## src/sv/phc_pkg.sv

```systemverilog
`default_nettype none
// ----------------------------------------------------------------------------
// phc_pkg
// shared types and constants of the ride height pid controller
// ----------------------------------------------------------------------------
package phc_pkg;

    localparam int CFG_IDX_W  = 3;
    localparam int CFG_DATA_W = 32;

    localparam logic [CFG_IDX_W-1:0] CFG_KP      = 3'd0;
    localparam logic [CFG_IDX_W-1:0] CFG_KI      = 3'd1;
    localparam logic [CFG_IDX_W-1:0] CFG_KD      = 3'd2;
    localparam logic [CFG_IDX_W-1:0] CFG_ILIM    = 3'd3;
    localparam logic [CFG_IDX_W-1:0] CFG_DRV_HI  = 3'd4;
    localparam logic [CFG_IDX_W-1:0] CFG_DRV_LO  = 3'd5;
    localparam logic [CFG_IDX_W-1:0] CFG_SP_LO   = 3'd6;
    localparam logic [CFG_IDX_W-1:0] CFG_SP_HI   = 3'd7;

    // shared multiplier
    localparam int MUL_W  = 33;
    localparam int PROD_W = 2 * MUL_W;

    localparam logic [2:0] MUL_SP = 3'd0;
    localparam logic [2:0] MUL_EP = 3'd1;
    localparam logic [2:0] MUL_KP = 3'd2;
    localparam logic [2:0] MUL_KD = 3'd3;
    localparam logic [2:0] MUL_US = 3'd4;
    localparam logic [2:0] MUL_KI = 3'd5;

    // shared divider
    localparam int DIV_W          = 56;
    localparam int DIVISOR_W      = 20;
    localparam int DIV_RADIX_BITS = 4;
    localparam int DIV_ITER       = DIV_W / DIV_RADIX_BITS;
    localparam int DIV_CNT_W      = $clog2(DIV_ITER);

    localparam logic DIV_SEL_I = 1'b0;
    localparam logic DIV_SEL_D = 1'b1;

    localparam int US_PER_S = 1000000;

    typedef struct packed {
        logic signed [15:0] kp;
        logic signed [15:0] ki;
        logic signed [15:0] kd;
        logic        [30:0] ilim;
        logic signed [15:0] drv_hi;
        logic signed [15:0] drv_lo;
        logic signed [15:0] sp_lo;
        logic signed [15:0] sp_hi;
    } cfg_t;

    typedef struct packed {
        logic       load;
        logic       mul_en;
        logic [2:0] mul_sel;
        logic       err_en;
        logic       div_start;
        logic       div_sel;
        logic       p_en;
        logic       int_en;
        logic       acc_en;
        logic       fin_en;
        logic       zero_out;
    } cmd_t;

    typedef struct packed {
        logic period_zero;
        logic div_busy;
    } stat_t;

endpackage
`default_nettype wire

```

## src/sv/phc_cfg_regs.sv

```systemverilog
`default_nettype none
// ----------------------------------------------------------------------------
// phc_cfg_regs
// gain, limit and setpoint registers behind the configuration write port
// ----------------------------------------------------------------------------
module phc_cfg_regs import phc_pkg::*;
(
    input  wire logic                  clk,
    input  wire logic                  rst_n,
    input  wire logic                  cfg_valid,
    output logic                       cfg_ready,
    input  wire logic [CFG_IDX_W-1:0]  cfg_index,
    input  wire logic [CFG_DATA_W-1:0] cfg_data,
    output cfg_t                       cfg
);

    cfg_t cfg_reg;

    assign cfg_ready = 1'b1;
    assign cfg       = cfg_reg;

    always_ff @(posedge clk or negedge rst_n)
    begin
        if (!rst_n)
        begin
            cfg_reg.kp     <= 16'sd256;
            cfg_reg.ki     <= 16'sd0;
            cfg_reg.kd     <= 16'sd0;
            cfg_reg.ilim   <= 31'd655360;
            cfg_reg.drv_hi <= 16'sd3840;
            cfg_reg.drv_lo <= -16'sd3840;
            cfg_reg.sp_lo  <= 16'sd0;
            cfg_reg.sp_hi  <= 16'sd5120;
        end
        else if (cfg_valid && cfg_ready)
        begin
            unique case (cfg_index)
                CFG_KP:     cfg_reg.kp     <= cfg_data[15:0];
                CFG_KI:     cfg_reg.ki     <= cfg_data[15:0];
                CFG_KD:     cfg_reg.kd     <= cfg_data[15:0];
                CFG_ILIM:   cfg_reg.ilim   <= cfg_data[30:0];
                CFG_DRV_HI: cfg_reg.drv_hi <= cfg_data[15:0];
                CFG_DRV_LO: cfg_reg.drv_lo <= cfg_data[15:0];
                CFG_SP_LO:  cfg_reg.sp_lo  <= cfg_data[15:0];
                CFG_SP_HI:  cfg_reg.sp_hi  <= cfg_data[15:0];
            endcase
        end
    end

endmodule
`default_nettype wire

```

## src/sv/phc_divider.sv

```systemverilog
`default_nettype none
// ----------------------------------------------------------------------------
// phc_divider
// iterative floor divider, signed dividend by positive divisor,
// several restoring steps per cycle
// ----------------------------------------------------------------------------
module phc_divider import phc_pkg::*;
(
    input  wire logic                    clk,
    input  wire logic                    rst_n,
    input  wire logic                    start,
    input  wire logic signed [DIV_W-1:0] dividend,
    input  wire logic [DIVISOR_W-1:0]    divisor,
    output logic                         busy,
    output logic signed [DIV_W-1:0]      quotient
);

    logic                 busy_reg;
    logic [DIV_CNT_W-1:0] cnt_reg;
    logic                 neg_reg;
    logic [DIV_W-1:0]     dq_reg;
    logic [DIV_W-1:0]     dq_next;
    logic [DIVISOR_W-1:0] rem_reg;
    logic [DIVISOR_W-1:0] rem_next;
    logic [DIVISOR_W-1:0] d_reg;
    logic [DIVISOR_W:0]   trial;
    logic                 qbit;

    assign busy = busy_reg;

    always_comb
    begin
        rem_next = rem_reg;
        dq_next  = dq_reg;
        trial    = '0;
        qbit     = 1'b0;
        for (int i = 0; i < DIV_RADIX_BITS; i++)
        begin
            trial = {rem_next, dq_next[DIV_W-1]};
            if (trial >= {1'b0, d_reg})
            begin
                rem_next = DIVISOR_W'(trial - {1'b0, d_reg});
                qbit     = 1'b1;
            end
            else
            begin
                rem_next = trial[DIVISOR_W-1:0];
                qbit     = 1'b0;
            end
            dq_next = {dq_next[DIV_W-2:0], qbit};
        end
    end

    // floor for negative dividends: -q - 1 when a remainder is left
    always_comb
    begin
        if (!neg_reg)
            quotient = dq_reg;
        else if (rem_reg != '0)
            quotient = ~dq_reg;
        else
            quotient = ~dq_reg + DIV_W'(1);
    end

    always_ff @(posedge clk or negedge rst_n)
    begin
        if (!rst_n)
        begin
            busy_reg <= 1'b0;
            cnt_reg  <= '0;
        end
        else if (start)
        begin
            busy_reg <= 1'b1;
            cnt_reg  <= DIV_CNT_W'(DIV_ITER - 1);
        end
        else if (busy_reg)
        begin
            if (cnt_reg == '0)
                busy_reg <= 1'b0;
            else
                cnt_reg <= cnt_reg - DIV_CNT_W'(1);
        end
    end

    always_ff @(posedge clk)
    begin
        if (start)
        begin
            neg_reg <= dividend[DIV_W-1];
            dq_reg  <= dividend[DIV_W-1] ? DIV_W'(-dividend) : dividend;
            rem_reg <= '0;
            d_reg   <= divisor;
        end
        else if (busy_reg)
        begin
            dq_reg  <= dq_next;
            rem_reg <= rem_next;
        end
    end

endmodule
`default_nettype wire

```

## src/sv/phc_datapath.sv

```systemverilog
`default_nettype none
// ----------------------------------------------------------------------------
// phc_datapath
// setpoint mapping, error, integral with clamp, derivative and drive clamp
// around one shared multiplier and one shared divider
// ----------------------------------------------------------------------------
module phc_datapath import phc_pkg::*;
(
    input  wire logic               clk,
    input  wire logic               rst_n,
    input  cfg_t                    cfg,
    input  cmd_t                    cmd,
    output stat_t                   stat,
    input  wire logic signed [15:0] measured_height,
    input  wire logic signed [15:0] knob_position,
    input  wire logic [15:0]        period_us,
    output logic signed [15:0]      drive_angle
);

    logic signed [15:0]       height_reg;
    logic [15:0]              t_reg;
    logic [15:0]              t_next;
    logic [15:0]              period_reg;
    logic signed [15:0]       err_reg;
    logic signed [15:0]       err_next;
    logic signed [PROD_W-1:0] prod_reg;
    logic signed [31:0]       p_reg;
    logic signed [57:0]       acc_reg;
    logic signed [57:0]       acc_next;
    logic signed [31:0]       integral_reg;
    logic signed [31:0]       integral_next;
    logic signed [15:0]       prev_err_reg;
    logic signed [15:0]       last_drive_reg;
    logic signed [15:0]       drive_reg;
    logic signed [15:0]       drive_next;

    logic signed [16:0]       knob_ext;
    logic signed [16:0]       knob_cl;
    logic signed [16:0]       t_sum;
    logic signed [16:0]       sp_diff;
    logic signed [16:0]       err_delta;
    logic signed [MUL_W-1:0]  mul_a;
    logic signed [MUL_W-1:0]  mul_b;
    logic signed [18:0]       setpoint;
    logic signed [19:0]       err_wide;
    logic signed [DIV_W-1:0]  div_dividend;
    logic [DIVISOR_W-1:0]     div_divisor;
    logic                     div_busy;
    logic signed [DIV_W-1:0]  div_q;
    logic signed [56:0]       int_sum;
    logic signed [56:0]       int_lim;
    logic signed [57:0]       drv_sum;
    logic signed [49:0]       drv_wide;
    logic signed [49:0]       drv_hi_cl;
    logic signed [49:0]       drv_lo_cl;

    assign stat.period_zero = (period_us == 16'd0);
    assign stat.div_busy    = div_busy;
    assign drive_angle      = drive_reg;

    // knob saturated to -1..+1 and offset to 0..2
    always_comb
    begin
        knob_ext = {knob_position[15], knob_position};
        if (knob_ext < -17'sd16384)
            knob_cl = -17'sd16384;
        else if (knob_ext > 17'sd16384)
            knob_cl = 17'sd16384;
        else
            knob_cl = knob_ext;
        t_sum  = knob_cl + 17'sd16384;
        t_next = t_sum[15:0];
    end

    assign sp_diff   = {cfg.sp_hi[15], cfg.sp_hi} - {cfg.sp_lo[15], cfg.sp_lo};
    assign err_delta = {err_reg[15], err_reg} - {prev_err_reg[15], prev_err_reg};

    always_comb
    begin
        case (cmd.mul_sel)
            MUL_SP:
            begin
                mul_a = $signed({17'd0, t_reg});
                mul_b = MUL_W'(sp_diff);
            end
            MUL_EP:
            begin
                mul_a = MUL_W'(err_reg);
                mul_b = $signed({17'd0, period_reg});
            end
            MUL_KP:
            begin
                mul_a = MUL_W'(cfg.kp);
                mul_b = MUL_W'(err_reg);
            end
            MUL_KD:
            begin
                mul_a = MUL_W'(cfg.kd);
                mul_b = MUL_W'(err_delta);
            end
            MUL_US:
            begin
                mul_a = prod_reg[MUL_W-1:0];
                mul_b = MUL_W'(US_PER_S);
            end
            MUL_KI:
            begin
                mul_a = MUL_W'(cfg.ki);
                mul_b = MUL_W'(integral_reg);
            end
            default:
            begin
                mul_a = '0;
                mul_b = '0;
            end
        endcase
    end

    // setpoint and saturated error
    always_comb
    begin
        setpoint = 19'(cfg.sp_lo) + 19'($signed(prod_reg[32:15]));
        err_wide = 20'(setpoint) - 20'(height_reg);
        if (err_wide > 20'sd32767)
            err_next = 16'sd32767;
        else if (err_wide < -20'sd32768)
            err_next = -16'sd32768;
        else
            err_next = err_wide[15:0];
    end

    always_comb
    begin
        if (cmd.div_sel == DIV_SEL_I)
        begin
            div_dividend = $signed({prod_reg[DIV_W-9:0], 8'd0});
            div_divisor  = DIVISOR_W'(US_PER_S);
        end
        else
        begin
            div_dividend = prod_reg[DIV_W-1:0];
            div_divisor  = {{(DIVISOR_W-16){1'b0}}, period_reg};
        end
    end

    phc_divider u_div
    (
        .clk      (clk),
        .rst_n    (rst_n),
        .start    (cmd.div_start),
        .dividend (div_dividend),
        .divisor  (div_divisor),
        .busy     (div_busy),
        .quotient (div_q)
    );

    // integral with symmetric clamp
    always_comb
    begin
        int_sum = 57'(integral_reg) + 57'(div_q);
        int_lim = $signed({26'd0, cfg.ilim});
        if (int_sum > int_lim)
            integral_next = int_lim[31:0];
        else if (int_sum < -int_lim)
            integral_next = 32'(-int_lim);
        else
            integral_next = int_sum[31:0];
    end

    assign acc_next = 58'(p_reg) + 58'($signed(prod_reg[47:8]));

    // final sum, upper clamp then lower clamp
    always_comb
    begin
        drv_sum  = acc_reg + 58'(div_q);
        drv_wide = drv_sum[57:8];
        if (drv_wide > 50'(cfg.drv_hi))
            drv_hi_cl = 50'(cfg.drv_hi);
        else
            drv_hi_cl = drv_wide;
        if (drv_hi_cl < 50'(cfg.drv_lo))
            drv_lo_cl = 50'(cfg.drv_lo);
        else
            drv_lo_cl = drv_hi_cl;
        drive_next = drv_lo_cl[15:0];
    end

    always_ff @(posedge clk or negedge rst_n)
    begin
        if (!rst_n)
        begin
            integral_reg   <= '0;
            prev_err_reg   <= '0;
            last_drive_reg <= '0;
        end
        else
        begin
            if (cmd.int_en)
                integral_reg <= integral_next;
            if (cmd.fin_en)
            begin
                prev_err_reg   <= err_reg;
                last_drive_reg <= drive_next;
            end
        end
    end

    always_ff @(posedge clk)
    begin
        if (cmd.load)
        begin
            height_reg <= measured_height;
            t_reg      <= t_next;
            period_reg <= period_us;
        end
        if (cmd.mul_en)
            prod_reg <= mul_a * mul_b;
        if (cmd.err_en)
            err_reg <= err_next;
        if (cmd.p_en)
            p_reg <= prod_reg[31:0];
        if (cmd.acc_en)
            acc_reg <= acc_next;
        if (cmd.fin_en)
            drive_reg <= drive_next;
        else if (cmd.zero_out)
            drive_reg <= last_drive_reg;
    end

endmodule
`default_nettype wire

```

## src/sv/phc_controller.sv

```systemverilog
`default_nettype none
// ----------------------------------------------------------------------------
// phc_controller
// sequencer for one sample word and the result word handshake
// ----------------------------------------------------------------------------
module phc_controller import phc_pkg::*;
(
    input  wire logic clk,
    input  wire logic rst_n,
    input  wire logic sample_valid,
    output logic      sample_stall,
    output logic      drive_valid,
    input  wire logic drive_stall,
    input  stat_t     stat,
    output cmd_t      cmd
);

    localparam logic [3:0] S_IDLE   = 4'd0;
    localparam logic [3:0] S_ZERO   = 4'd1;
    localparam logic [3:0] S_MUL_SP = 4'd2;
    localparam logic [3:0] S_ERR    = 4'd3;
    localparam logic [3:0] S_MUL_EP = 4'd4;
    localparam logic [3:0] S_DIV_I  = 4'd5;
    localparam logic [3:0] S_MUL_D1 = 4'd6;
    localparam logic [3:0] S_MUL_D2 = 4'd7;
    localparam logic [3:0] S_WAIT_I = 4'd8;
    localparam logic [3:0] S_DIV_D  = 4'd9;
    localparam logic [3:0] S_SUM_I  = 4'd10;
    localparam logic [3:0] S_WAIT_D = 4'd11;

    logic [3:0] state_reg;
    logic [3:0] state_next;
    logic       out_valid_reg;
    logic       out_valid_next;
    logic       out_free;
    logic       accept;

    assign sample_stall = (state_reg != S_IDLE);
    assign accept       = sample_valid && !sample_stall;
    assign drive_valid  = out_valid_reg;
    assign out_free     = !out_valid_reg || !drive_stall;

    always_comb
    begin
        cmd            = '0;
        state_next     = state_reg;
        out_valid_next = out_valid_reg && drive_stall;
        unique case (state_reg)
            S_IDLE:
            begin
                if (accept)
                begin
                    cmd.load   = 1'b1;
                    state_next = stat.period_zero ? S_ZERO : S_MUL_SP;
                end
            end
            S_ZERO:
            begin
                if (out_free)
                begin
                    cmd.zero_out   = 1'b1;
                    out_valid_next = 1'b1;
                    state_next     = S_IDLE;
                end
            end
            S_MUL_SP:
            begin
                cmd.mul_en  = 1'b1;
                cmd.mul_sel = MUL_SP;
                state_next  = S_ERR;
            end
            S_ERR:
            begin
                cmd.err_en = 1'b1;
                state_next = S_MUL_EP;
            end
            S_MUL_EP:
            begin
                cmd.mul_en  = 1'b1;
                cmd.mul_sel = MUL_EP;
                state_next  = S_DIV_I;
            end
            S_DIV_I:
            begin
                cmd.div_start = 1'b1;
                cmd.div_sel   = DIV_SEL_I;
                cmd.mul_en    = 1'b1;
                cmd.mul_sel   = MUL_KP;
                state_next    = S_MUL_D1;
            end
            S_MUL_D1:
            begin
                cmd.p_en    = 1'b1;
                cmd.mul_en  = 1'b1;
                cmd.mul_sel = MUL_KD;
                state_next  = S_MUL_D2;
            end
            S_MUL_D2:
            begin
                cmd.mul_en  = 1'b1;
                cmd.mul_sel = MUL_US;
                state_next  = S_WAIT_I;
            end
            S_WAIT_I:
            begin
                if (!stat.div_busy)
                begin
                    cmd.int_en = 1'b1;
                    state_next = S_DIV_D;
                end
            end
            S_DIV_D:
            begin
                cmd.div_start = 1'b1;
                cmd.div_sel   = DIV_SEL_D;
                cmd.mul_en    = 1'b1;
                cmd.mul_sel   = MUL_KI;
                state_next    = S_SUM_I;
            end
            S_SUM_I:
            begin
                cmd.acc_en  = 1'b1;
                cmd.div_sel = DIV_SEL_D;
                state_next  = S_WAIT_D;
            end
            S_WAIT_D:
            begin
                cmd.div_sel = DIV_SEL_D;
                if (!stat.div_busy && out_free)
                begin
                    cmd.fin_en     = 1'b1;
                    out_valid_next = 1'b1;
                    state_next     = S_IDLE;
                end
            end
            default:
            begin
                state_next = S_IDLE;
            end
        endcase
    end

    always_ff @(posedge clk or negedge rst_n)
    begin
        if (!rst_n)
        begin
            state_reg     <= S_IDLE;
            out_valid_reg <= 1'b0;
        end
        else
        begin
            state_reg     <= state_next;
            out_valid_reg <= out_valid_next;
        end
    end

    a_zero_period_path: assert property (@(posedge clk) disable iff (!rst_n)
        accept && stat.period_zero |=> state_reg == S_ZERO)
        else $error("zero period word did not take the repeat path");

    a_div_start_idle: assert property (@(posedge clk) disable iff (!rst_n)
        cmd.div_start |-> !stat.div_busy)
        else $error("divider started while busy");

    a_finish_div_done: assert property (@(posedge clk) disable iff (!rst_n)
        cmd.fin_en |-> !stat.div_busy && !(out_valid_reg && drive_stall))
        else $error("result written before divider done or over a held word");

    a_result_source: assert property (@(posedge clk) disable iff (!rst_n)
        $rose(out_valid_reg) |->
            ($past(state_reg) == S_WAIT_D || $past(state_reg) == S_ZERO))
        else $error("result word raised outside a finishing state");

endmodule
`default_nettype wire

```

## src/sv/pid_height_controller_unit.sv

```systemverilog
`default_nettype none
// ----------------------------------------------------------------------------
// pid_height_controller_unit
// ride height pid controller: setpoint from knob, clamped integral,
// derivative over the sample period, clamped drive angle
// ----------------------------------------------------------------------------
// samples: a zero period word repeats the last drive, others run the full sequence
// sequencing: no new sample word is taken before the last result is written, paced
//   by the shared divider (4 quotient bits per cycle, used twice per sample)
// reset: asynchronous, clears integral, previous error and last drive,
//   loads register defaults; no clearing pass, ready right after reset
// ----------------------------------------------------------------------------
module pid_height_controller_unit import phc_pkg::*;
(
    input  wire logic                  clk,
    input  wire logic                  rst_n,
    input  wire logic                  sample_valid,
    output logic                       sample_stall,
    input  wire logic signed [15:0]    measured_height,
    input  wire logic signed [15:0]    knob_position,
    input  wire logic [15:0]           period_us,
    output logic                       drive_valid,
    input  wire logic                  drive_stall,
    output logic signed [15:0]         drive_angle,
    input  wire logic                  cfg_valid,
    output logic                       cfg_ready,
    input  wire logic [CFG_IDX_W-1:0]  cfg_index,
    input  wire logic [CFG_DATA_W-1:0] cfg_data
);

    cfg_t  cfg;
    cmd_t  cmd;
    stat_t stat;

    phc_cfg_regs u_cfg
    (
        .clk       (clk),
        .rst_n     (rst_n),
        .cfg_valid (cfg_valid),
        .cfg_ready (cfg_ready),
        .cfg_index (cfg_index),
        .cfg_data  (cfg_data),
        .cfg       (cfg)
    );

    phc_controller u_ctrl
    (
        .clk          (clk),
        .rst_n        (rst_n),
        .sample_valid (sample_valid),
        .sample_stall (sample_stall),
        .drive_valid  (drive_valid),
        .drive_stall  (drive_stall),
        .stat         (stat),
        .cmd          (cmd)
    );

    phc_datapath u_dp
    (
        .clk             (clk),
        .rst_n           (rst_n),
        .cfg             (cfg),
        .cmd             (cmd),
        .stat            (stat),
        .measured_height (measured_height),
        .knob_position   (knob_position),
        .period_us       (period_us),
        .drive_angle     (drive_angle)
    );

endmodule
`default_nettype wire

```

## config.mk

```make
export PLATFORM = sky130hd
export DESIGN_NAME = pid_height_controller_unit
export DESIGN_NICKNAME = d
export VERILOG_FILES = /design/src/sv/phc_pkg.sv /design/src/sv/phc_cfg_regs.sv /design/src/sv/phc_divider.sv /design/src/sv/phc_datapath.sv /design/src/sv/phc_controller.sv /design/src/sv/pid_height_controller_unit.sv
export SDC_FILE = /design/constraint.sdc
export NUM_CORES = 2
export LEC_CHECK = 0
export ABC_CLOCK_PERIOD_IN_PS = 10700
export BUFFER_PORTS_ARGS = -buffer_cell sky130_fd_sc_hd__buf_2
export CORE_ASPECT_RATIO = 0.7
export CORE_MARGIN = 1
export CORE_UTILIZATION = 30
export CTS_CLUSTER_SIZE = 30
export DETAILED_ROUTE_END_ITERATION = 16
export GPL_ROUTABILITY_DRIVEN = 0
export GPL_TIMING_DRIVEN = 0
export PLACE_DENSITY_LB_ADDON = 0.1
export SLEW_MARGIN = 20
export SYNTH_ARGS = -nofsm -noshare
export SYNTH_HDL_FRONTEND = slang
export SYNTH_HIERARCHICAL = 1
export SYNTH_SLANG_ARGS = --single-unit
export TNS_END_PERCENT = 50
```

## constraint.sdc

```tcl
create_clock -name clk -period 10.7 [get_ports clk]
set_input_delay 0.535 -clock clk [delete_from_list [all_inputs] [get_ports clk]]
set_output_delay 0.535 -clock clk [all_outputs]
set_load 0.03 [all_outputs]
```

==> impl_metrics.json <==
{
  "multi_input_area_um2": 60700,
  "hpwl_um": 291000,
  "ys_types": 108,
  "cts_made_buffers": 60,
  "seqCellArea_um2": 14500,
  "ys.warnings.count": 6,
  "synth_edf_count": 286,
  "reg2reg_from": "u_dp/err_reg[1]",
  "violations": "negative setup slack",
  "root_buffer": "clkbuf_16",
  "cp_max_fo": 5,
  "largest_reg_flops": 143,
  "worst_slew_pin_slew_ps": 1170,
  "drcViolationCount": 0,
  "drv_slew": 0,
  "synth_area_um2": 78200,
  "synth_ff_type": "edfxtp_1",
  "synth_area_leaders": "fa_1 (27%), edfxtp_1 (11%), ha_1 (11%)",
  "setup.worst_path.start_class": "register",
  "layout_min_cycle_time_ps": 11310,
  "die_w_um": 612,
  "n_fill_cell": 26500,
  "cp-end-kind": "register",
  "routedWlPerCell_um": 27.8,
  "crit_family": "adder cells",
  "grt_usage_pct": 26.3,
  "dr.first_iter.drc_count": 7156,
  "cts_tree": "done",
  "cp_slowest_cell": "fa_1",
  "syn-num-nets": 10400,
  "cp_data_required_time_ps": 11170,
  "vias": 66900,
  "cp_num_buf_inv": 8,
  "totalWireLength_um": 353000,
  "synth_top_area_share_pct": 26.6,
  "cts_buffer_depth": 3,
  "portBuffers": 100,
  "ys_seq_area_share_pct": 18.5,
  "status": "finished, violations left",
  "slew_headroom_pct": 21.7,
  "cts_max_level": 2,
  "detail-route-antenna-nets": 0,
  "critPathCapture": "u_dp/prod_reg[51]",
  "clock_latency_ps": 760,
  "hp-class": "primary input to register",
  "synth_area_leader_cell": "fa_1",
  "finalHoldViolations": 0,
  "finClkSkew_ps": 88.3,
  "grt_pass1_wl_um": 491000,
  "grt_max_degree": 86,
  "path_common_cell": "fa_1",
  "path_class": "register to register",
  "area_delta_synth_final_pct": 20.1,
  "rr_worst_depth": 41,
  "cts.clk_slew.worst_paths_ps": 70,
  "worstPathArrival_ps": 11770,
  "grt-ovfl-total": 0,
  "timing.fmax_mhz": 88.5,
  "reg2reg_to": "u_dp/prod_reg[51]",
  "io_pins": 107,
  "nets": 10900,
  "setup_viol": 15,
  "r2r_slack_ps": -610,
  "max_stage_delay_ps": 590,
  "num_rows": 156,
  "async_flop_share_pct": 41.5,
  "rsz0062_at_grt": "yes",
  "timing.final.ws_setup_ps": -605,
  "coreArea_um2": 259000,
  "drt_pre_antenna_iters": 8,
  "postSynthCellCount": 8604,
  "critPathLaunch": "u_dp/err_reg[1]",
  "tns_ps": -4450,
  "avgSynthCellArea_um2": 9.09,
  "preCtsSetupSlack_ps": -4940,
  "path_depth": 41,
  "vias_per_cell": 5.28,
  "start_util_pct": 30.2,
  "ys_seq_elements": 523,
  "drive_above_1_share_pct": 17.6,
  "dieArea_um2": 263000,
  "fp.dieH_um": 429,
  "antenna_found_initial": 55,
  "grt_pass1_vias": 65200,
  "drv_cap": 0,
  "period_share_pct": 106,
  "cts.sinks": 523
}
-- worst min-delay path by stage --
stage	cells past startpoint	endpoint	start
floorplan	0	u_cfg/cfg[0]	rst_n
global placement	1	u_cfg/cfg[115]	u_cfg/cfg[115]
detailed placement	1	u_dp/last_drive_reg[10]	u_dp/last_drive_reg[10]
CTS	1	u_dp/height_reg[6]	measured_height[6]
global route	1	u_dp/height_reg[6]	measured_height[6]
finish	1	u_dp/height_reg[6]	measured_height[6]
-- final cells by class --
class	instances	area share [%]
Inverter	1478	5.97
Clock inverter	40	0.550
Clock buffer	72	1.69
Tap cell	3476	4.63
Timing Repair Buffer	482	4.22
Buffer	316	2.83
Multi-Input combinational cell	6274	64.6
Sequential cell	523	15.4
Antenna cell	27	0.0719
-- kinds of logic (layout without fill, tap and decap cells) --
| logic type | count (synthesis) | after routing | synth area share (%) |
|---|---|---|---|
| other cells | 1 | 28 | 0.00480 |
| buf+inv | 1807 | 2388 | 8.86 |
| fa+ha+maj | 1710 | 1710 | 37.4 |
| compound gates | 1464 | 1464 | 12.2 |
| xor+xnor | 424 | 424 | 4.77 |
| mux | 329 | 329 | 4.68 |
| simple gates | 2346 | 2346 | 13.7 |
| flops | 523 | 523 | 18.5 |
-- Yosys cell counts, types with 74 or more instances --
cell type  instances
ha_1             669
fa_1            1041
clkbuf_1         278
nand2_1         1079
nor3_1            87
nand4_1           74
o21ai_0          281
a21oi_1          408
dfrtp_1          203
xnor2_1          262
nand3_1           85
a21o_1           207
edfxtp_1         286
and2_1           126
nor2_1           534
inv_1           1477
mux2_2           230
xor2_1           161
mux2i_1           86
-- through the flow --
stage	instances	cell area (µm²)	hold slack [ps]	util, %
floorplan	8604	78200	239	-
global placement	12200	83100	469	32.1
detailed placement	12200	83700	484	32.4
CTS	12500	91500	7.58	35.4
global route	12700	93900	12.1	36.3
finish	12700	93900	44.9	36.3
-- routing by layer --
| metal | vias to the layer above | global-route usage, % | part of all wire (%) |
|---|---|---|---|
| li1 | 29400 | - | - |
| met1 | 34300 | 40.8 | 48 |
| met2 | 2849 | 34.1 | 37 |
| met3 | 370 | 8.98 | 12 |
| met4 | 36 | 5.92 | 2.5 |
| met5 | - | 0 | 0.070 |
-- placed cells by master (no fill, tap or decap), types with 70 or more instances in the layout --
cell	instances
clkbuf_1	105
xor2_1	154
nand2_1	1045
mux2i_1	80
edfxtp_1	286
o21ai_0	232
ha_1	611
buf_4	287
dfrtp_1	202
nand3_1	72
nand4_1	74
nor3_1	70
nor2_1	493
mux2_2	199
a21o_1	188
clkbuf_16	89
a21oi_1	343
inv_1	1437
xnor2_1	234
buf_2	124
and2_1	122
fa_1	1005
-- repair_timing --
item / 4_1_cts / 5_1_grt
cloned: 2 / 4
resized for setup: 933 / 339
pin swaps: 209 / 224
setup endpoints to repair: 131 / 106
hold endpoints to repair: 100 / 0
hold buffers: 44 / 0
setup buffers: 184 / 116
Power is not shown: default switching activity piles up to over one toggle a cycle in this logic, so the estimate is an artifact.
